File: config.mk
export PLATFORM = sky130hd
export DESIGN_NAME = servo_slew_position_controller
export DESIGN_NICKNAME = d
export VERILOG_FILES = /design/src/rtl/ssp_pkg.sv /design/src/rtl/ssp_state.sv /design/src/rtl/ssp_pwm.sv /design/src/rtl/servo_slew_position_controller.sv
export SDC_FILE = /design/constraint.sdc
export NUM_CORES = 1
export LEC_CHECK = 0
export BUFFER_PORTS_ARGS = -buffer_cell sky130_fd_sc_hd__buf_4
export CELL_PAD_IN_SITES_DETAIL_PLACEMENT = 0
export CELL_PAD_IN_SITES_GLOBAL_PLACEMENT = 1
export CORE_ASPECT_RATIO = 0.75
export CORE_MARGIN = 2
export CORE_UTILIZATION = 51
export DETAILED_ROUTE_END_ITERATION = 8
export GPL_ROUTABILITY_DRIVEN = 0
export PLACE_DENSITY = 0.79
export SYNTH_ARGS = -nofsm -noshare
export SYNTH_HDL_FRONTEND = slang
export SYNTH_SLANG_ARGS = --single-unit
File: constraint.sdc
create_clock -name clk -period 10 [get_ports clk]
set_clock_uncertainty 0.1 [all_clocks]
set_input_delay 0.5 -clock clk [delete_from_list [all_inputs] [get_ports clk]]
set_output_delay 0.5 -clock clk [all_outputs]
set_load 0.02 [all_outputs]
File: src/rtl/ssp_pkg.sv
// shared types and constants of the servo slew position controller
`timescale 1ns / 1ps
`default_nettype none

package ssp_pkg;

  localparam int unsigned ANGLE_W      = 9;
  localparam int unsigned IN_ANGLE_W   = 11;
  localparam int unsigned PWM_W        = 16;
  localparam int unsigned DIV_W        = 4;
  localparam int unsigned CFG_IDX_W    = 3;
  localparam int unsigned CFG_DATA_W   = 16;
  localparam int unsigned IN_TDATA_W   = 16;
  localparam int unsigned IN_TUSER_W   = 2;
  localparam int unsigned OUT_TDATA_W  = 40;
  localparam int unsigned PROD_W       = ANGLE_W + PWM_W;
  localparam int unsigned QUOT_W       = PWM_W + 2;

  localparam int unsigned TICKS_PER_STEP_DEF = 10;

  // x / 45 as (x * DIV45_MULT) >> DIV45_SHIFT, exact for x below 2**23
  localparam int unsigned DIV45_SHIFT = 29;
  localparam int unsigned DIV45_IN_W  = 23;
  localparam int unsigned DIV45_M_W   = 24;
  localparam logic [DIV45_M_W-1:0] DIV45_MULT =
    DIV45_M_W'((64'd1 << DIV45_SHIFT) / 45 + 1);

  localparam logic [ANGLE_W-1:0] HALF_TURN_DEG = 9'd180;
  localparam logic [ANGLE_W-1:0] FULL_TURN_DEG = 9'd360;

  typedef enum logic [1:0] {
    OP_TICK   = 2'd0,
    OP_DIRECT = 2'd1,
    OP_GOAL   = 2'd2
  } op_t;

  typedef enum logic [CFG_IDX_W-1:0] {
    REG_PWM_LOW       = 3'd0,
    REG_PWM_HIGH      = 3'd1,
    REG_ANGLE_FLOOR   = 3'd2,
    REG_ANGLE_CEILING = 3'd3,
    REG_FULL_TURN     = 3'd4,
    REG_STEP_SIZE     = 3'd5
  } cfg_idx_t;

  typedef struct packed {
    logic [PWM_W-1:0]   pwm_low;
    logic [PWM_W-1:0]   pwm_high;
    logic [ANGLE_W-1:0] angle_floor;
    logic [ANGLE_W-1:0] angle_ceiling;
    logic               full_turn;
    logic [ANGLE_W-1:0] step_size;
  } cfg_t;

  typedef struct packed {
    logic [ANGLE_W-1:0] pos;
    logic [ANGLE_W-1:0] goal;
    logic               step;
  } servo_st_t;

  typedef struct packed {
    logic ld_snap;
    logic ld_prod;
    logic ld_quot;
    logic ld_out;
  } pipe_ctl_t;

endpackage

`default_nettype wire

File: src/rtl/ssp_state.sv
// servo state update: clamping, direct and goal commands, slew stepping
`timescale 1ns / 1ps
`default_nettype none

module ssp_state #(
  parameter int unsigned TICKS_PER_STEP = ssp_pkg::TICKS_PER_STEP_DEF
) (
  input  wire logic                                  clk,
  input  wire logic                                  rst_n,
  input  wire logic                                  upd,
  input  wire ssp_pkg::op_t                          op,
  input  wire logic signed [ssp_pkg::IN_ANGLE_W-1:0] angle,
  input  wire ssp_pkg::cfg_t                         cfg,
  output ssp_pkg::servo_st_t                         st_nxt
);

  localparam logic [ssp_pkg::DIV_W-1:0] TPS = ssp_pkg::DIV_W'(TICKS_PER_STEP);

  ssp_pkg::servo_st_t            st_r;
  logic [ssp_pkg::DIV_W-1:0]     div_r;
  logic [ssp_pkg::DIV_W-1:0]     div_nxt;
  logic [ssp_pkg::DIV_W-1:0]     div_inc;
  logic signed [11:0]            req;
  logic signed [11:0]            up;
  logic signed [11:0]            down;
  logic signed [10:0]            delta;
  logic [9:0]                    mag;

  // floor, then ceiling, then the servo's own range
  function automatic logic [ssp_pkg::ANGLE_W-1:0] clamp_angle(
    input logic signed [11:0] a,
    input ssp_pkg::cfg_t      c
  );
    logic signed [11:0] v;
    logic signed [11:0] top;
    v   = a;
    top = c.full_turn ? $signed({3'b0, ssp_pkg::FULL_TURN_DEG})
                      : $signed({3'b0, ssp_pkg::HALF_TURN_DEG});
    if (v < $signed({3'b0, c.angle_floor}))   v = $signed({3'b0, c.angle_floor});
    if (v > $signed({3'b0, c.angle_ceiling})) v = $signed({3'b0, c.angle_ceiling});
    if (v < 12'sd0) v = 12'sd0;
    if (v > top)    v = top;
    return v[ssp_pkg::ANGLE_W-1:0];
  endfunction

  always_comb begin
    req     = $signed({angle[ssp_pkg::IN_ANGLE_W-1], angle});
    up      = $signed({3'b0, st_r.pos}) + $signed({3'b0, cfg.step_size});
    down    = $signed({3'b0, st_r.pos}) - $signed({3'b0, cfg.step_size});
    delta   = $signed({2'b0, st_r.goal}) - $signed({2'b0, st_r.pos});
    mag     = delta[10] ? 10'(-delta) : delta[9:0];
    div_inc = div_r + 1'b1;
    st_nxt  = st_r;
    div_nxt = div_r;
    if (upd) begin
      case (op)
        ssp_pkg::OP_TICK: begin
          if (st_r.step) begin
            if (st_r.pos == st_r.goal) begin
              st_nxt.step = 1'b0;
            end else if (div_inc >= TPS) begin
              div_nxt = '0;
              if (mag <= {1'b0, cfg.step_size}) begin
                st_nxt.pos  = clamp_angle($signed({3'b0, st_r.goal}), cfg);
                st_nxt.step = 1'b0;
              end else if (!delta[10]) begin
                st_nxt.pos = clamp_angle(up, cfg);
              end else begin
                st_nxt.pos = clamp_angle(down, cfg);
              end
            end else begin
              div_nxt = div_inc;
            end
          end
        end
        ssp_pkg::OP_DIRECT: begin
          st_nxt.pos  = clamp_angle(req, cfg);
          st_nxt.goal = clamp_angle(req, cfg);
          st_nxt.step = 1'b0;
        end
        ssp_pkg::OP_GOAL: begin
          st_nxt.goal = clamp_angle(req, cfg);
          st_nxt.step = 1'b1;
        end
        default: begin
          // unused op code leaves the state alone
        end
      endcase
    end
  end

  always_ff @(posedge clk) begin
    if (!rst_n) begin
      st_r  <= '0;
      div_r <= '0;
    end else begin
      st_r  <= st_nxt;
      div_r <= div_nxt;
    end
  end

endmodule

`default_nettype wire

File: src/rtl/ssp_pwm.sv
// pwm compare pipeline: snapshot, angle times span, divide by range, offset
`timescale 1ns / 1ps
`default_nettype none

module ssp_pwm (
  input  wire logic                          clk,
  input  wire ssp_pkg::pipe_ctl_t            ctl,
  input  wire ssp_pkg::servo_st_t            st_nxt,
  input  wire ssp_pkg::cfg_t                 cfg,
  output logic [ssp_pkg::PWM_W-1:0]          pwm_compare,
  output ssp_pkg::servo_st_t                 st_out
);

  ssp_pkg::servo_st_t                 snap_r;
  ssp_pkg::servo_st_t                 prod_st_r;
  ssp_pkg::servo_st_t                 quot_st_r;
  ssp_pkg::servo_st_t                 out_st_r;
  logic [ssp_pkg::PWM_W-1:0]          span;
  logic [ssp_pkg::PROD_W-1:0]         prod_nxt;
  logic [ssp_pkg::PROD_W-1:0]         prod_r;
  logic [ssp_pkg::DIV45_IN_W-1:0]     scaled;
  logic [ssp_pkg::DIV45_IN_W+ssp_pkg::DIV45_M_W-1:0] recip;
  logic [ssp_pkg::QUOT_W-1:0]         quot_r;
  logic [ssp_pkg::PWM_W-1:0]          pwm_nxt;
  logic [ssp_pkg::PWM_W-1:0]          pwm_r;

  always_comb begin
    // reversed bounds give a zero span
    span     = (cfg.pwm_high >= cfg.pwm_low) ? (cfg.pwm_high - cfg.pwm_low) : '0;
    prod_nxt = ssp_pkg::PROD_W'(snap_r.pos) * ssp_pkg::PROD_W'(span);
    // /180 = /4 then /45, /360 = /8 then /45
    scaled   = cfg.full_turn ? ssp_pkg::DIV45_IN_W'(prod_r >> 3)
                             : ssp_pkg::DIV45_IN_W'(prod_r >> 2);
    recip    = (ssp_pkg::DIV45_IN_W + ssp_pkg::DIV45_M_W)'(scaled) *
               (ssp_pkg::DIV45_IN_W + ssp_pkg::DIV45_M_W)'(ssp_pkg::DIV45_MULT);
    pwm_nxt  = cfg.pwm_low + quot_r[ssp_pkg::PWM_W-1:0];
  end

  always_ff @(posedge clk) begin
    if (ctl.ld_snap) begin
      snap_r <= st_nxt;
    end
    if (ctl.ld_prod) begin
      prod_r    <= prod_nxt;
      prod_st_r <= snap_r;
    end
    if (ctl.ld_quot) begin
      quot_r    <= recip[ssp_pkg::DIV45_SHIFT +: ssp_pkg::QUOT_W];
      quot_st_r <= prod_st_r;
    end
    if (ctl.ld_out) begin
      pwm_r    <= pwm_nxt;
      out_st_r <= quot_st_r;
    end
  end

  assign pwm_compare = pwm_r;
  assign st_out      = out_st_r;

endmodule

`default_nettype wire

File: src/rtl/servo_slew_position_controller.sv
// top level of the servo slew position controller
`timescale 1ns / 1ps
`default_nettype none

// Servo slew position controller. Each input beat carries a command in
// in_tuser (tick, direct angle, goal angle) and a signed angle in in_tdata;
// each beat gives exactly one result beat with the pwm compare value, the
// current and goal angles and the stepping flag after that command. The
// block takes one beat per clock cycle unless output back-pressure fills
// the pipeline, and each result passes five registers: input register,
// state update, angle-times-span multiply, divide-by-range by reciprocal
// multiply, output register. The one-cycle rate comes from the state
// update, which reads and rewrites the servo state so the next command
// sees it at once. Every stage is elastic, so input beats keep coming while
// a result waits, until the whole pipeline is full. Configuration is written
// through the cfg_ port, which is always ready; the user must write it only
// while no beat is in flight, and the block itself does not enforce this.

module servo_slew_position_controller #(
  parameter int unsigned TICKS_PER_STEP = ssp_pkg::TICKS_PER_STEP_DEF
) (
  input  wire logic                               clk,
  input  wire logic                               rst_n,
  // input stream
  input  wire logic                               in_tvalid,
  output logic                                    in_tready,
  input  wire logic [ssp_pkg::IN_TDATA_W-1:0]     in_tdata,   // [10:0] angle (signed)
  input  wire logic [ssp_pkg::IN_TUSER_W-1:0]     in_tuser,   // [1:0] op
  // result stream
  output logic                                    out_tvalid,
  input  wire logic                               out_tready,
  // [15:0] pwm_compare, [24:16] current_angle, [33:25] target_angle, [34] stepping
  output logic [ssp_pkg::OUT_TDATA_W-1:0]         out_tdata,
  // configuration writes
  input  wire logic                               cfg_valid,
  output logic                                    cfg_ready,
  input  wire logic [ssp_pkg::CFG_IDX_W-1:0]      cfg_index,
  input  wire logic [ssp_pkg::CFG_DATA_W-1:0]     cfg_data
);

  ssp_pkg::cfg_t                            cfg_r;
  ssp_pkg::servo_st_t                       st_nxt;
  ssp_pkg::servo_st_t                       st_out;
  ssp_pkg::pipe_ctl_t                       ctl;
  logic [ssp_pkg::PWM_W-1:0]                pwm_compare;

  // input register
  ssp_pkg::op_t                             op_r;
  logic signed [ssp_pkg::IN_ANGLE_W-1:0]    angle_r;

  // valid bit per stage
  logic v_in_r, v_snap_r, v_prod_r, v_quot_r, v_out_r;
  logic rdy_in, rdy_snap, rdy_prod, rdy_quot, rdy_out;

  // a stage takes a new beat when it is empty or its beat moves on
  always_comb begin
    rdy_out  = !v_out_r  || out_tready;
    rdy_quot = !v_quot_r || rdy_out;
    rdy_prod = !v_prod_r || rdy_quot;
    rdy_snap = !v_snap_r || rdy_prod;
    rdy_in   = !v_in_r   || rdy_snap;
    ctl.ld_snap = rdy_snap;
    ctl.ld_prod = rdy_prod;
    ctl.ld_quot = rdy_quot;
    ctl.ld_out  = rdy_out;
  end

  always_ff @(posedge clk) begin
    if (!rst_n) begin
      v_in_r   <= 1'b0;
      v_snap_r <= 1'b0;
      v_prod_r <= 1'b0;
      v_quot_r <= 1'b0;
      v_out_r  <= 1'b0;
    end else begin
      if (rdy_in)   v_in_r   <= in_tvalid;
      if (rdy_snap) v_snap_r <= v_in_r;
      if (rdy_prod) v_prod_r <= v_snap_r;
      if (rdy_quot) v_quot_r <= v_prod_r;
      if (rdy_out)  v_out_r  <= v_quot_r;
    end
  end

  // input payload, no reset needed
  always_ff @(posedge clk) begin
    if (rdy_in) begin
      op_r    <= ssp_pkg::op_t'(in_tuser);
      angle_r <= $signed(in_tdata[ssp_pkg::IN_ANGLE_W-1:0]);
    end
  end

  // configuration registers, writes beyond the list are dropped
  always_ff @(posedge clk) begin
    if (!rst_n) begin
      cfg_r.pwm_low       <= 16'd500;
      cfg_r.pwm_high      <= 16'd2500;
      cfg_r.angle_floor   <= 9'd0;
      cfg_r.angle_ceiling <= 9'd180;
      cfg_r.full_turn     <= 1'b0;
      cfg_r.step_size     <= 9'd1;
    end else if (cfg_valid && cfg_ready) begin
      case (ssp_pkg::cfg_idx_t'(cfg_index))
        ssp_pkg::REG_PWM_LOW:       cfg_r.pwm_low       <= cfg_data;
        ssp_pkg::REG_PWM_HIGH:      cfg_r.pwm_high      <= cfg_data;
        ssp_pkg::REG_ANGLE_FLOOR:   cfg_r.angle_floor   <= cfg_data[ssp_pkg::ANGLE_W-1:0];
        ssp_pkg::REG_ANGLE_CEILING: cfg_r.angle_ceiling <= cfg_data[ssp_pkg::ANGLE_W-1:0];
        ssp_pkg::REG_FULL_TURN:     cfg_r.full_turn     <= cfg_data[0];
        ssp_pkg::REG_STEP_SIZE:     cfg_r.step_size     <= cfg_data[ssp_pkg::ANGLE_W-1:0];
        default: begin
        end
      endcase
    end
  end

  // state changes only when the input beat moves into the snapshot stage
  ssp_state #(
    .TICKS_PER_STEP (TICKS_PER_STEP)
  ) u_state (
    .clk    (clk),
    .rst_n  (rst_n),
    .upd    (v_in_r && rdy_snap),
    .op     (op_r),
    .angle  (angle_r),
    .cfg    (cfg_r),
    .st_nxt (st_nxt)
  );

  ssp_pwm u_pwm (
    .clk         (clk),
    .ctl         (ctl),
    .st_nxt      (st_nxt),
    .cfg         (cfg_r),
    .pwm_compare (pwm_compare),
    .st_out      (st_out)
  );

  assign in_tready  = rdy_in;
  assign out_tvalid = v_out_r;
  assign cfg_ready  = 1'b1;
  assign out_tdata  = {5'b0, st_out.step, st_out.goal, st_out.pos, pwm_compare};

endmodule

`default_nettype wire

=== Word-level counts from Yosys, hierarchy flattened ===
Cells that the tools add are included.

* Divide/modulo/power cells: 0
* $add $sub $neg: 7
* Shift operators: 0
* Equal/unequal tests: 8
* Multiply operators: 2
* Muxes and demuxes: 109
* Bitwise gates (word level): 1
* Order comparisons: 22
* Reduce and logical (&&, ||, !) cells: 20

{| class="wikitable"
|+ Operator list
! kind !! number
|-
| $mux 12 || 85
|-
| $gt 12x10->1 || 10
|-
| $mux 9 || 12
|-
| $lt 12x1->1 const B || 5
|-
| $mul 23x24->45 const B || 1
|-
| $pmux 9 s2 || 2
|-
| $mul 9x16->25 || 1
|-
| $lt 12x10->1 || 2
|-
| $mux 23 || 1
|-
| $sub 9x9->10 || 2
|-
| $mux 19 || 1
|-
| $add 16x16->16 || 1
|-
| $ge 16x16->1 || 1
|-
| $mux 16 || 1
|-
| $sub 16x16->16 || 1
|-
| $reduce_and 2->1 || 6
|-
| $lt 11x10->1 || 1
|-
| $add 9x9->10 || 1
|-
| $le 10x9->1 || 1
|-
| $mux 10 || 1
|-
| $neg 10->10 || 1
|-
| $eq 9x9->1 || 1
|-
| $lt 9x9->1 || 1
|-
| $eq 3x2->1 const B || 2
|-
| other kinds (16) || 28
|}

* Input bits: 42
* Bits in writable memories: 0
* Logic and storage cells: 201
* Flip-flop bits (word level): 234
* ROM bits: 0
* Output and inout bits: 43
* Memories: 0
* Latch bits: 0

=== Logic depth before layout (Yosys ltp) ===
Gate-level depths: netlist (run 1).

* Word-level depth: 37
* Depth in mapped cells: 38
* Gate-level depth less buffers: 36

=== By module ===
Synthesis (run 1) repeated with hierarchy kept, for this count alone.

* Cells, all modules: 2744
* Area, all modules: 26628.0 um2

{| class="wikitable"
|+ By module, submodules not included
! module !! sequential area each (um2) !! cells each !! area an instance (um2) !! instances
|-
| ssp_pwm || 3933.8 || 1615 || 17122.7 || 1
|-
| ssp_state || 460.4 || 856 || 6506.2 || 1
|-
| servo_slew_position_controller || 1691.6 || 273 || 2999.1 || 1
|}

=== Least setup slack after synthesis (run 1) ===
Ideal clock, no wire load.

* Kind: reg2reg
* Start point: reg cfg_r[4] (netlist bit)
* End point: reg u_pwm.snap_r[16] (netlist bit) (data pin)
* Period minus slack after synthesis: 7381 ps
* Stages on the path, launching flop included: 33
* Path buffers: 1
* Required time: 9629 ps
* Path slack: 2619 ps
* Data arrival time: 7010 ps
* Cells stage by stage: dfxtp_1 > inv_1 > ha_1 > buf_2 > or3b_2 > o211ai_1 > nor2_1 > xnor2_1 > ha_1 > a41o_1 > a2111oi_1 > o21a_1 > nor2_1 > nor2_2 > mux2_2 > ha_1 > a211o_1 > nor4_1 > o211a_1 > nor3_1 > nor2_1 > mux2_2 > ha_1 > nor2b_1 > o21a_1 > o211ai_1 > o41ai_1 > a31oi_1 > a221oi_4 > or2_2 > or3_1 > o311ai_1 > nand3_1

{| class="wikitable"
|+ RTL lines
! item !! RTL line !! source
|-
| from (decl) || servo_slew_position_controller.sv:41 || <nowiki>ssp_pkg::cfg_t cfg_r;</nowiki>
|-
| to (signal assigned) || ssp_pwm.sv:41 || <nowiki>snap_r <= st_nxt;</nowiki>
|-
| to (decl) || ssp_pwm.sv:14 || <nowiki>ssp_pkg::servo_st_t snap_r;</nowiki>
|}

==> results.txt, run 1 <==
After detailed routing, the number of remaining DRC violations is 0. End point of the critical path: u_pwm.snap_r[10]. The tools report the area of the die as 52,900 um2. Synthesis produced 2,727 cells.

Setup repair after global routing left no endpoint under its margin. The launching instance or port of the critical path is u_state.st_r[13]. The mean cell area of the mapped netlist works out to 9.56 um2. TritonCTS built the clock tree. In this run the power spent charging and discharging nets is 0.00173 W. Vias after detailed routing: 20,300. The count of nets left with antenna violations once routing finished came out at 0.

The tools report the number of gates given a new drive strength after cts as 0. Excluding fillers, the count of instances in the completed layout stands at 3,465. The run finished with clean final reports. Required time at the worst-slack endpoint: 10.17 ns. The power share of the sequential group came out at 27.8%.

For this run, asynchronously set or reset flops after synthesis account for 0%. The worst hold path depth was 1; the power density over cell area was 150 nW/um2. In this run the static leakage power is 13.8 nW. The count of final max-slew check failures is 0. The tools report the kind of capture point of the worst setup path as a flop. The worst path uses 90.6% of the clock period. Count of different cell masters after synthesis: 104.

The die width works out to 265 um. The run gives 26,100 um2 as the combined area of all synthesized cells. For the final routed database, the setup TNS stands at 0 ns. Yosys printed 0 warnings. Initial core utilization: 51.8%. The run gives 20,100 as the number of global-route vias before repair. In this design, the stage delay of the slowest critical-path cell is 0.62 ns. Max-cap violations in this run came to 0.

In the synthesized netlist the dominant register cell turns out to be sky130_fd_sc_hd__edfxtp_1. The logs give 0.94 ns for the register-to-register path setup slack and 1 for the H-tree depth reported by CTS. Synthesis inferred 232 register bits. CTS saw 232 sinks. Number of nets in the layout: 3,469.

The first detailed-routing pass took 6 iterations. The maximum root-to-sink buffer count came out at 3. The relative max-transition margin was 7.10%; the per-cell routed wire length was 21.3 um. The logs give 0 for the total of endpoints with negative setup slack in the final report and 9 for the count of hold-fix buffers inserted at cts. Including well taps, the total number of placed cells is 3,412. By instance count, the cell type seen most on the critical path is sky130_fd_sc_hd__ha_1. For the TritonCTS buffer count, the log shows 24.

Pin count of the biggest net entering global routing: 45. The critical path in this run is classified as flop to flop. Along the worst path, the maximum fanout reaches 10. Share of cells above drive strength 1: 8.55%. The number of enable-type register cells in the synthesized netlist was 144.

Measured in cells, the most critical reg-to-reg path has a length of 30. The worst-case IR drop observed on VDD is 0.156 mV. For this run the aggregate overflow at the end of global routing stands at 0. Among all stages on the critical path, the largest delay is contributed by sky130_fd_sc_hd__dfxtp_1. The internal power was 0.00249 W. The tools report the capture instance of the worst register-to-register path as u_pwm.snap_r[10]. The floorplan has 71 rows. In the global route stage, overall resource usage came out at 28.4%. The first global-routing pass estimated 115,000 um of wire.

After detailed routing, the number of vias per cell comes to 5.84. The number of antenna diodes in the final layout is 0. The worst hold slack across all endpoints is 0.0348 ns. The actual transition at the worst max-transition pin was 1.38 ns; the switching fraction of total power was 41.1%. Root buffer cell: sky130_fd_sc_hd__clkbuf_16. The starting DRC count in detailed routing was 1,884; the final HPWL from detailed placement was 60,700 um. Worst hold-check path type: input pin to flop.

The initial antenna violation count was 0; the clock transition time at the flip-flop clock pins of the worst setup and hold paths was 0.07 ns. The total area inside the core boundary comes to 50,300 um2. The startpoint identified for the worst register-to-register timing path is u_state.st_r[13]. For the post-CTS setup repair buffer count, the log shows 0. Based on the critical path, the design can be clocked at up to 110 MHz.

The worst endpoint data arrival time came out at 9.24 ns. The clock reaches the later pin of the worst-skew pair after 0.55 ns. The startpoint kind of the worst setup timing path is a flop. From bottom edge to top edge, the die measures 200 um. The run gives 23.3% as the share of synthesized area occupied by flip-flops and latches. The tools report the combinational share of power as 49.7%.

After detailed routing, the total wire length is 74,000 um. The clock network fraction of design power came out at 22.5%. The number of buffers added on ports came out at 73. The tools report the final count of hold timing violations as 0. The shortest period the worst path allows is 9.06 ns. In this design, the largest share of critical-path delay is due to compound AO/OA/AOI/OAI gates. Counting buffers and inverters, the worst setup path is 30 cells deep.

The area growth from synthesis to layout is 8.20%. The number of placed I/O pins is 85. The buffer and inverter count on the worst path is 0.
## cells in the final DEF (no fill, tap or decap), types with 11 or more instances in the layout
| cell type | netlist | routed |
|---|---|---|
| sky130_fd_sc_hd__nand2b_1 | 12 | 12 |
| sky130_fd_sc_hd__o21ai_0 | 74 | 74 |
| sky130_fd_sc_hd__nor3_1 | 61 | 60 |
| sky130_fd_sc_hd__o211ai_1 | 29 | 29 |
| sky130_fd_sc_hd__or3_1 | 17 | 17 |
| sky130_fd_sc_hd__mux2_2 | 50 | 50 |
| sky130_fd_sc_hd__buf_4 | 6 | 93 |
| sky130_fd_sc_hd__o21a_1 | 23 | 23 |
| sky130_fd_sc_hd__inv_1 | 409 | 409 |
| sky130_fd_sc_hd__a211oi_1 | 21 | 21 |
| sky130_fd_sc_hd__and2_1 | 59 | 59 |
| sky130_fd_sc_hd__edfxtp_1 | 144 | 144 |
| sky130_fd_sc_hd__xnor2_1 | 62 | 62 |
| sky130_fd_sc_hd__a21o_1 | 31 | 31 |
| sky130_fd_sc_hd__clkbuf_16 | 0 | 26 |
| sky130_fd_sc_hd__and3_1 | 31 | 31 |
| sky130_fd_sc_hd__o21bai_1 | 11 | 11 |
| sky130_fd_sc_hd__fa_1 | 240 | 240 |
| sky130_fd_sc_hd__a31oi_1 | 23 | 23 |
| sky130_fd_sc_hd__dfxtp_1 | 88 | 87 |
| sky130_fd_sc_hd__nand3_1 | 64 | 64 |
| sky130_fd_sc_hd__ha_1 | 397 | 397 |
| sky130_fd_sc_hd__nand2_1 | 264 | 263 |
| sky130_fd_sc_hd__mux2i_1 | 15 | 15 |
| sky130_fd_sc_hd__nor2b_1 | 28 | 28 |
| sky130_fd_sc_hd__a21oi_1 | 153 | 153 |
| sky130_fd_sc_hd__nand4_1 | 17 | 17 |
| sky130_fd_sc_hd__a211o_1 | 12 | 12 |
| sky130_fd_sc_hd__xor2_1 | 18 | 18 |
| sky130_fd_sc_hd__nor2_1 | 135 | 134 |
## how the worst min path moves through the flow
stage,startpoint,end
floorplan,u_pwm.snap_r[0],u_pwm.prod_st_r[0]
global placement,u_pwm.quot_st_r[13],u_pwm.st_out[13]
detailed placement,u_pwm.quot_st_r[16],u_pwm.st_out[16]
CTS,in_tuser[0],op_r[0]
global route,in_tuser[0],op_r[0]
finish,in_tdata[3],angle_r[3]
## stage by stage
step | worst slack [ns] | util [%] | power [W] | instance area (um2)
after global routing | 0.432 | 56.1 | 0.00452 | 28200
after global placement | 1.48 | 54.2 | 0.00319 | 27300
final | 0.936 | 56.1 | 0.00423 | 28200
after floorplan | 2.62 | - | 0.00263 | 26100
after CTS | 1.22 | 56.1 | 0.00420 | 28200
after detailed placement | 1.24 | 54.2 | 0.00323 | 27300
## sequential cells by signal, summed over array words and instances, names as in the netlist, 2 cells and up
name,count
cfg_r,60
u_pwm.prod_r,23
u_pwm.prod_st_r,19
u_pwm.quot_st_r,19
u_pwm.snap_r,19
u_pwm.st_out,19
u_state.st_r,19
u_pwm.pwm_compare,16
u_pwm.quot_r,16
angle_r,11
u_state.div_r,4
op_r,2
## Yosys cell counts (47+ instances only)
library cell | instances | area, um2
sky130_fd_sc_hd__inv_1 | 409 | 1540
sky130_fd_sc_hd__ha_1 | 397 | 4970
sky130_fd_sc_hd__nand2_1 | 264 | 991
sky130_fd_sc_hd__fa_1 | 240 | 4800
sky130_fd_sc_hd__a21oi_1 | 153 | 766
sky130_fd_sc_hd__edfxtp_1 | 144 | 4320
sky130_fd_sc_hd__nor2_1 | 135 | 507
sky130_fd_sc_hd__dfxtp_1 | 88 | 1760
sky130_fd_sc_hd__o21ai_0 | 74 | 370
sky130_fd_sc_hd__nand3_1 | 64 | 320
sky130_fd_sc_hd__xnor2_1 | 62 | 543
sky130_fd_sc_hd__nor3_1 | 61 | 305
sky130_fd_sc_hd__and2_1 | 59 | 369
sky130_fd_sc_hd__mux2_2 | 50 | 563
sky130_fd_sc_hd__clkbuf_1 | 47 | 176
## per-layer routing
metal,up-vias,share of wire (%),track usage [%],routed length [um]
li1,9471,-,-,-
met1,9910,49,45.1,36500
met2,801,38,38.1,27800
met3,70,12,8.10,8560
met4,0,1.4,4.29,1060
met5,-,0,0,0
## cell type report
cell class,instances,area (um2)
fill,4431,22100
tap,657,822
clock inverter,14,153
sequential,232,6090
inverter,411,1540
multi-input combinational,2019,18100
clock buffer,30,686
timing repair buffer,102,788
## cells by family (layout without fill, tap and decap cells)
| group | Yosys count | after routing | synth area share, % |
|---|---|---|---|
| AND/OR/NAND/NOR | 749 | 749 | 14.0 |
| adder cells (fa/ha/maj) | 637 | 637 | 37.5 |
| AO/OA/AOI/OAI | 480 | 480 | 12.4 |
| buffers and inverters | 480 | 557 | 7.22 |
| flip-flops | 232 | 232 | 23.3 |
| XOR/XNOR | 80 | 80 | 2.69 |
| multiplexers | 67 | 67 | 2.84 |
| other | 2 | 6 | 0.0288 |
## power by group through the flow
stage | Clock (W) | Sequential, W | Combinational [W]
floorplan | 0 | 0.00121 | 0.00142
global placement | 0 | 0.00119 | 0.00200
detailed placement | 0 | 0.00119 | 0.00204
CTS | 0.000968 | 0.00117 | 0.00206
global route | 0.00100 | 0.00118 | 0.00234
finish | 0.000951 | 0.00117 | 0.00210
Power figures use the tool's default switching activity.
==> run 2, diff against run 1 <==
--- a/config.mk
+++ b/config.mk
@@ -5,12 +5,13 @@
 export SDC_FILE = /design/constraint.sdc
 export NUM_CORES = 1
 export LEC_CHECK = 0
+export ABC_AREA = 1
 export BUFFER_PORTS_ARGS = -buffer_cell sky130_fd_sc_hd__buf_4
 export CELL_PAD_IN_SITES_DETAIL_PLACEMENT = 0
 export CELL_PAD_IN_SITES_GLOBAL_PLACEMENT = 1
 export CORE_ASPECT_RATIO = 0.75
 export CORE_MARGIN = 2
-export CORE_UTILIZATION = 51
+export CORE_UTILIZATION = 50
 export DETAILED_ROUTE_END_ITERATION = 8
 export GPL_ROUTABILITY_DRIVEN = 0
 export PLACE_DENSITY = 0.79
==> run 2 against run 1 <==
  * Clock-buffer cell count decreased by 1
  * Via count is 1.7% higher
  * Synthesized cell count rose by 12%
  * Synthesized area shrank 0.65%
  * Sequential power increased by 11%
  * Global-route usage decreased by 0.65 points
  * Wire length fell by 1.2%
  * Critical path depth is 11 higher
  * Register-to-register slack improved by 1.2 ns
  * Worst hold slack improved by 0.0048 ns
  * Clock power increased by 2.8%
  * Cell count up 9.9%
==> results.txt, run 2 <==
Compared with the post-synthesis result, the final layout area differs by 8.04%. The mean cell area of the mapped netlist works out to 8.46 um2 (-12%). The logs give 232 (unchanged) for the count of clock tree sinks and 6930 um (-19%) for the met3 wire length.

For the peak ir drop on the vdd network, the log shows 0.358 mV (+130%). The startpoint kind of the worst setup timing path was a flop. Cell repeated most along the worst path: sky130_fd_sc_hd__nand2_1. The count of TritonRoute iterations in the first routing pass is 6 (unchanged).

The area taken by flip-flops and latches was 6090 um2 (about the same); the number of buffers added on ports was 73 (unchanged). The total routing usage reported by global routing was 27.7% (-0.65 points). The most critical setup path has its startpoint at cfg_r[46]. Root buffer cell: sky130_fd_sc_hd__clkbuf_16.

The number of placed instances, taps included is 3,757 (+10%), and the total of fill cells in the finished design is 4,809 (+8.5%). The library cell used most frequently in the layout, excluding fill and tap cells, is sky130_fd_sc_hd__nand2_1. The part of the cycle the worst path needs was 79.0% (-12 points). The number of nets in the layout was 3,800 (+9.5%). The global-route congestion overflow total was 0 (unchanged); the detail-routed via count per cell was 5.41 (-7.4%). The detailed-routing wirelength on met1 is 37,300 um (+2.0%). TritonCTS built the clock tree.

The first-pass GRT wire length is 114,000 um (-1.4%). For the clock latency on the worst-skew pair, the log shows 0.56 ns (about the same). In the post-synthesis netlist, the cell with the most instances is sky130_fd_sc_hd__nand2_1.

The path class of the tightest hold or removal check is input pin to flop. The final HPWL from detailed placement was 60,600 um (about the same). The run gives 3,807 (+9.9%) as the final instance count without filler cells. The actual transition at the worst max-transition pin was 1.13 ns (-0.257 ns); the total of warnings raised by yosys was 0 (unchanged). The run gives 3 (unchanged) as the maximum root-to-sink buffer count. The maximum net fanout on the critical path is 20 (+10), and the relative max-transition margin is 24.9% (+18 points). The run finished with clean final reports. Setup repair after global routing left no endpoint under its margin. The number of flip-flops in the largest register came out at 60 (unchanged). Count of antenna diodes in the layout: 0 (unchanged).

The logs give 72 (+1.4%) for the cell row count and 10.19 ns (+0.02 ns) for the required time at the worst-slack endpoint. cfg_r holds more flip-flops than any other register. The fraction of synthesis flops using an asynchronous set or reset pin was 0% (unchanged); the per-cell routed wire length was 19.2 um (-10%).

The final count of hold timing violations was 0 (unchanged); the area of the die was 53,600 um2 (+1.3%). The initial antenna violation count was 3 (+3). The share of cells above drive strength 1 works out to 6.37% (-2.2 points).

The tools report the launch point of the worst hold path as in_tdata[3]. The vias after detailed routing came out at 20,600 (+1.7%). Yosys attributes the largest share of cell area to sky130_fd_sc_hd__ha_1, sky130_fd_sc_hd__fa_1, sky130_fd_sc_hd__edfxtp_1. The total length of routed wires was 73,100 um (-1.2%); the power density over cell area was 302 nW/um2 (+100%). The shortest period the worst path allows was 7.90 ns (-1.16 ns). The largest registers in the layout are cfg_r: 60 flops, u_pwm.prod_r: 23 flops.

The cell leakage power was 14.5 nW (+4.8%); the starting DRC count in detailed routing was 1,931 (+2.5%). The tools report the worst endpoint data arrival time as 8.09 ns (-1.15 ns). In the synthesized netlist, the cells that appear most often are sky130_fd_sc_hd__nand2_1, sky130_fd_sc_hd__inv_1, sky130_fd_sc_hd__ha_1.

The count of final max-slew check failures was 0 (unchanged); the number of placed I/O pins was 85 (unchanged). The number of max-capacitance violations reported was 0 (unchanged); the detailed route wirelength on metal2 was 28,000 um (+0.45%). Summed over all instances, the cell type with the most area after synthesis is sky130_fd_sc_hd__ha_1. The die width works out to 267 um (+0.66%). The count of nets left with antenna violations after detail routing is 0 (unchanged), and the H-tree depth reported by CTS is 1 (unchanged). The clock transition time at the flip-flop clock pins of the worst setup and hold paths was 0.06 ns (about the same); the initial core utilization was 50.4% (-1.4 points).

For the pin count of the biggest net entering global routing, the log shows 61 (+36%). The most used flip-flop cell after synthesis is sky130_fd_sc_hd__edfxtp_1. The slowest library cell on the worst path is sky130_fd_sc_hd__nand2_1.

The footprint of the multi-input gates is 17,400 um2 (-4.1%). The fraction of synthesized cell area taken by the top area cell type is 19.2% (+0.12 points). The run gives 127 MHz (+15%) as the maximum operating frequency. Number of remaining DRC errors: 0 (unchanged). In the layout the commonest cells are sky130_fd_sc_hd__nand2_1, sky130_fd_sc_hd__inv_1, sky130_fd_sc_hd__ha_1. The die extent in y is 201 um (+0.65%). The startpoint identified for the worst register-to-register timing path is cfg_r[46]. The run gives 0 ns (unchanged) as the accumulated negative setup slack. The TritonCTS buffer count is 26 (+8.3%). Number of enable-type register cells in the synthesized netlist: 144 (unchanged).

The register bit count reported by yosys came out at 232 (unchanged). The highest routed metal layer was met4. The tools report the cell count after synthesis as 3,062 (+12%). The logs give 25,900 um2 (-0.65%) for the combined area of all synthesized cells and 62 (-40%) for the count of different cell masters after synthesis.

The placeable core region came out at 51,300 um2 (+2.1%). For the number of global-route vias before repair, the log shows 20,100 (-0.20%). The share of synthesized area occupied by flip-flops and latches is 23.5% (+0.15 points), and the total of endpoints with negative setup slack in the final report is 0 (unchanged). The critical path in this run is classified as flop to flop. The biggest cell delay along the critical path was 0.57 ns (-0.05 ns). The tools report the kind of capture point of the worst setup path as a flop.
-- run 2: kinds of logic (layout without fill, tap and decap cells) --
logic type / count (synthesis) / count (layout) / share of synthesized area [%]
adder cells (fa/ha/maj): 637 / 637 / 37.7
other: 2 / 6 / 0.0290
XOR/XNOR: 90 / 90 / 3.07
flip-flops: 232 / 232 / 23.5
AO/OA/AOI/OAI: 474 / 474 / 10.3
AND/OR/NAND/NOR: 990 / 990 / 15.8
multiplexers: 1 / 1 / 0.0435
buffers and inverters: 636 / 711 / 9.44
-- run 2: timing repair --
item                                   CTS  global route
hold buffers                             2             0
endpoints found under the hold margin    2             0
resized for setup                        0             0
setup buffers                            0             0
-- run 2: critical path: cells and delay by family, from the launching register on --
family	cells	cell delay, ns
flops	1	0.36
buf+inv	8	0.78
xor+xnor	1	0.14
compound gates	7	1.22
simple gates	19	2.31
fa+ha+maj	6	2.75
-- run 2: power by group --
| group | internal, W | switching, W | total [W] |
|---|---|---|---|
| Clock | 0.000557 | 0.000422 | 0.000978 |
| Sequential | 0.00123 | 0.0000694 | 0.00130 |
| Combinational | 0.00225 | 0.00392 | 0.00617 |
-- run 2: final timing paths --
kind	cells after the start	to	slack, ns
max	41	u_pwm.prod_r[24]	2.10
min	1	angle_r[3]	0.04
max reg2reg	41	u_pwm.prod_r[24]	2.10
min reg2reg	0	u_pwm.quot_st_r[17]	0.32
-- run 2: final cells by class --
cell class / count / area share [%]
flip-flops and latches: 232 / 21.8
repair buffers: 85 / 2.30
clock inverters: 19 / 0.608
multi-input cells: 2198 / 62.1
inverters: 578 / 7.76
clock buffers: 29 / 2.48
well taps: 666 / 2.98
-- run 2: through the flow --
| step | setup slack [ns] | util (%) | total power [W] | cell area [um2] | hold slack [ns] |
|---|---|---|---|---|---|
| global placement | 2.26 | 52.8 | 0.00730 | 27100 | 0.301 |
| floorplan | 2.65 | - | 0.00564 | 25900 | 0.300 |
| global route | 1.44 | 54.5 | 0.00930 | 28000 | 0.0180 |
| detailed placement | 2.19 | 52.8 | 0.00733 | 27100 | 0.305 |
| finish | 2.10 | 54.5 | 0.00845 | 28000 | 0.0396 |
| CTS | 2.18 | 54.5 | 0.00840 | 28000 | 0.0179 |
-- run 2: routing by layer --
metal  global-route usage (%)  vias up
li1                         -    10000
met4                     4.31        0
met2                     37.5      743
met1                     45.5     9794
met3                     5.40       57
met5                        0        -
==> run 3, diff against run 2 <==
--- a/config.mk
+++ b/config.mk
@@ -5,13 +5,13 @@
 export SDC_FILE = /design/constraint.sdc
 export NUM_CORES = 1
 export LEC_CHECK = 0
-export ABC_AREA = 1
+export ABC_AREA = 0
 export BUFFER_PORTS_ARGS = -buffer_cell sky130_fd_sc_hd__buf_4
 export CELL_PAD_IN_SITES_DETAIL_PLACEMENT = 0
 export CELL_PAD_IN_SITES_GLOBAL_PLACEMENT = 1
 export CORE_ASPECT_RATIO = 0.75
 export CORE_MARGIN = 2
-export CORE_UTILIZATION = 50
+export CORE_UTILIZATION = 51
 export DETAILED_ROUTE_END_ITERATION = 8
 export GPL_ROUTABILITY_DRIVEN = 0
 export PLACE_DENSITY = 0.79
==> constraint.sdc (replaced) <==
create_clock -name clk -period 8 [get_ports clk]
set_clock_uncertainty 0.1 [all_clocks]
set_input_delay 0.4 -clock clk [delete_from_list [all_inputs] [get_ports clk]]
set_output_delay 0.4 -clock clk [all_outputs]
set_load 0.02 [all_outputs]
==> run 3 against run 2 <==
  * Maximum frequency increased by 0.25%
  * Power decreased by 37%
  * Die area decreased by 1.3%
  * Sequential cell count unchanged
  * Clock-buffer cell count increased by 9
  * Worst setup slack got worse by 2.0 ns
  * Utilization increased by 3.6 points
  * Sequential share of layout area decreased by 0.83 points
  * Largest cell class unchanged
==> results.txt, run 3 (synthesis gave the netlist of run 1 again) <==
The switching fraction of total power is 41.0% (-11 points), and the internal power is 0.00316 W (-22%). Total of endpoints with negative setup slack in the final report: 0 (unchanged). The per-cell routed wire length was 21.3 um (+11%); the global-route congestion overflow total was 0 (unchanged). The run gives 52,900 um2 (-1.3%) as the area of the die. The detail-routed via count per cell is 5.81 (+7.4%). The library cells used most frequently in the layout, excluding fill and tap cells, are sky130_fd_sc_hd__inv_1, sky130_fd_sc_hd__ha_1, sky130_fd_sc_hd__nand2_1. The run gives 71 (-1.4%) as the cell row count.

The logs give 127 MHz (+0.25%) for the maximum operating frequency and 8.28 ns (+0.19 ns) for the worst endpoint data arrival time. The count of antenna diodes in the layout was 0 (unchanged). Counting stages on the worst path, the most repeated cell is sky130_fd_sc_hd__buf_4.

The accumulated negative setup slack is 0 ns (unchanged), and the net switching power figure is 0.00219 W (-50%). The final count of hold timing violations came out at 0 (unchanged). The tools report the initial core utilization as 51.8% (+1.4 points). For the starting DRC count in detailed routing, the log shows 2,072 (+7.3%). Compared with the post-synthesis result, the final layout area differs by 12.0%. TritonCTS built the clock tree. The run gives 4,400 (-8.5%) as the total of fill cells in the finished design.

Counting flops per register, the top entry is cfg_r. Clock tree synthesis selected as its root buffer the cell sky130_fd_sc_hd__clkbuf_16. The actual transition at the worst max-transition pin came out at 1.19 ns (+0.0599 ns). The final HPWL from detailed placement came out at 61,600 um (+1.7%). The logs give 29,200 um2 (+4.4%) for the post-route cell area and 20.8% (-4.2 points) for the relative max-transition margin. The cell leakage power is 14.2 nW (-1.6%). For the number of max-capacitance violations reported, the log shows 0 (unchanged). In the final layout, the registers with the most flip-flops are cfg_r: 60 flops, u_pwm.prod_r: 23 flops. Startpoint kind of the worst setup timing path: a flop. The biggest cell delay along the critical path came out at 0.40 ns (-0.17 ns).

The shortest period the worst path allows was 7.88 ns (-0.0200 ns); the part of the cycle the worst path needs was 98.5% (+20 points). The total length of routed wires came out at 75,400 um (+3.2%). The count of nets left with antenna violations after detail routing came out at 0 (unchanged). The H-tree depth reported by CTS is 1 (unchanged). The slowest stage of the critical path belongs to the cell sky130_fd_sc_hd__o41ai_2. The kind of cell with the highest combined delay along the critical path is compound AO/OA/AOI/OAI gates. The combinational share of power is 51.3% (-22 points). The peak ir drop on the vdd network was 0.157 mV (-56%); the pin count of the biggest net entering global routing was 45 (-26%). The placement-stage cell area was 27,600 um2 (+1.8%); the die extent in y was 200 um (-0.65%). The initial antenna violation count was 1 (-2).

The total routing usage reported by global routing is 28.6% (+0.86 points), and the number of remaining DRC errors is 0 (unchanged). For the count of TritonRoute iterations in the first routing pass, the log shows 5 (-1). For the first-pass GRT wire length, the log shows 116,000 um (+1.5%). The worst hold path belongs to the class input pin to flop. The clock latency on the worst-skew pair is 0.57 ns (about the same), and the share of cells above drive strength 1 is 12.7% (+6.4 points). Count of clock tree sinks: 232 (unchanged).

The die width is 265 um (-0.65%). The clock network fraction of design power is 21.3% (+9.7 points). The clock transition time at the flip-flop clock pins of the worst setup and hold paths works out to 0.07 ns (about the same). Critical path start-end classification: flop to flop. STA classifies the critical path endpoint as a flop. The logs give 3 (unchanged) for the maximum root-to-sink buffer count and 50,300 um2 (-2.1%) for the placeable core region.

The run gives 3,541 (-6.8%) as the number of nets in the layout. The count of final max-slew check failures is 0 (unchanged). Number of buffers added on ports: 73 (unchanged). Power share of the sequential group: 27.4% (+12 points). The tools report the TritonCTS buffer count as 25 (-3.8%).

The flow ran to the end, and the final reports show no timing, DRC or antenna violations. Leaving out fill and tap cells, the most frequent cell in the layout is sky130_fd_sc_hd__inv_1. The vias after detailed routing was 20,600 (-0.18%). The required time at the worst-slack endpoint came out at 8.39 ns (-1.80 ns). The number of flip-flops in the largest register is 60 (unchanged), and the power density over cell area is 183 nW/um2 (-39%). The run gives 85 (unchanged) as the number of placed I/O pins. The maximum net fanout on the critical path is 5 (-75%). The number of global-route vias before repair was 20,000 (-0.57%). The buffer and inverter count on the worst path was 5 (-3).
==> run 3: changes by cell type in the layout (fill, tap and decap cells not counted), sizes merged, moves of 54 or more <==
cell / previous run / this run
inv: 579 / 413
and2: 6 / 62
a21oi: 208 / 154
o21ai: 184 / 82
nand2: 579 / 264
nor2: 238 / 138
buf: 83 / 157
==> run 3: worst reg2reg max path, delay by kind of cell, from the launching register on <==
family,cells,cell delay [ns]
AOI/OAI and AO/OA,15,2.97
xor gates and xnor gates,1,0.18
adders and majority gates,5,1.47
buffers and inverters,5,0.82
DFF,1,0.39
muxes,1,0.34
and+or+nand+nor,8,1.54
==> run 3: final timing paths <==
path	slack (ns)	from	cells past startpoint	end
setup reg to reg	0.12	u_state.st_r[10]	35	u_state.st_r[18]
hold / removal	0.02	cfg_data[15]	3	cfg_r[43]
hold reg to reg	0.32	u_pwm.quot_st_r[17]	0	u_pwm.st_out[17]
setup / recovery	0.12	u_state.st_r[10]	35	u_state.st_r[18]
==> run 3: layer usage <==
metal  vias up  global-route usage (%)  share of wire, %
met5         -                       0                 0
met4         0                    3.60               1.1
met3        68                    9.57                12
met2       851                    37.7                38
met1     10000                    45.3                49
li1       9632                       -                 -
==> run 3: stage by stage <==
step / std cells / hold slack, ns / setup slack [ns] / util (%) / power (W)
after CTS: 3514 / 0.00148 / -0.0141 / 56.8 / 0.00523
after floorplan: 2731 / 0.300 / 0.619 / - / 0.00328
after global routing: 3538 / 0.0347 / -0.128 / 58.1 / 0.00573
after detailed placement: 3453 / 0.305 / -0.218 / 54.9 / 0.00404
after global placement: 3453 / 0.302 / -0.0652 / 54.9 / 0.00398
final: 3538 / 0.0199 / 0.118 / 58.1 / 0.00535
==> run 3: power by group through the flow <==
| stage | clock network, W | registers, W | logic [W] |
|---|---|---|---|
| 6_report | 0.00114 | 0.00147 | 0.00274 |
| 5_1_grt | 0.00121 | 0.00147 | 0.00304 |
| 3_5_place_dp | 0 | 0.00149 | 0.00255 |
| 2_1_floorplan | 0 | 0.00151 | 0.00178 |
| 4_1_cts | 0.00116 | 0.00147 | 0.00260 |
| 3_3_place_gp | 0 | 0.00149 | 0.00249 |
==> run 3: final cells by class <==
cell class / instances / area, um2 / area share [%]
clock inverters: 8 / 93.8 / 0.321
multi-input cells: 2020 / 18600 / 63.7
well taps: 657 / 822 / 2.82
flip-flops and latches: 232 / 6110 / 20.9
clock buffers: 38 / 694 / 2.38
repair buffers: 172 / 1340 / 4.60
inverters: 411 / 1540 / 5.28
==> run 3: repair_timing <==
item,in CTS,in global routing
pin swaps,1,36
cloned,0,1
setup buffers,0,23
resized for setup,11,100
endpoints found under the hold margin,15,0
hold buffers,15,0
endpoints found under the setup margin,13,25
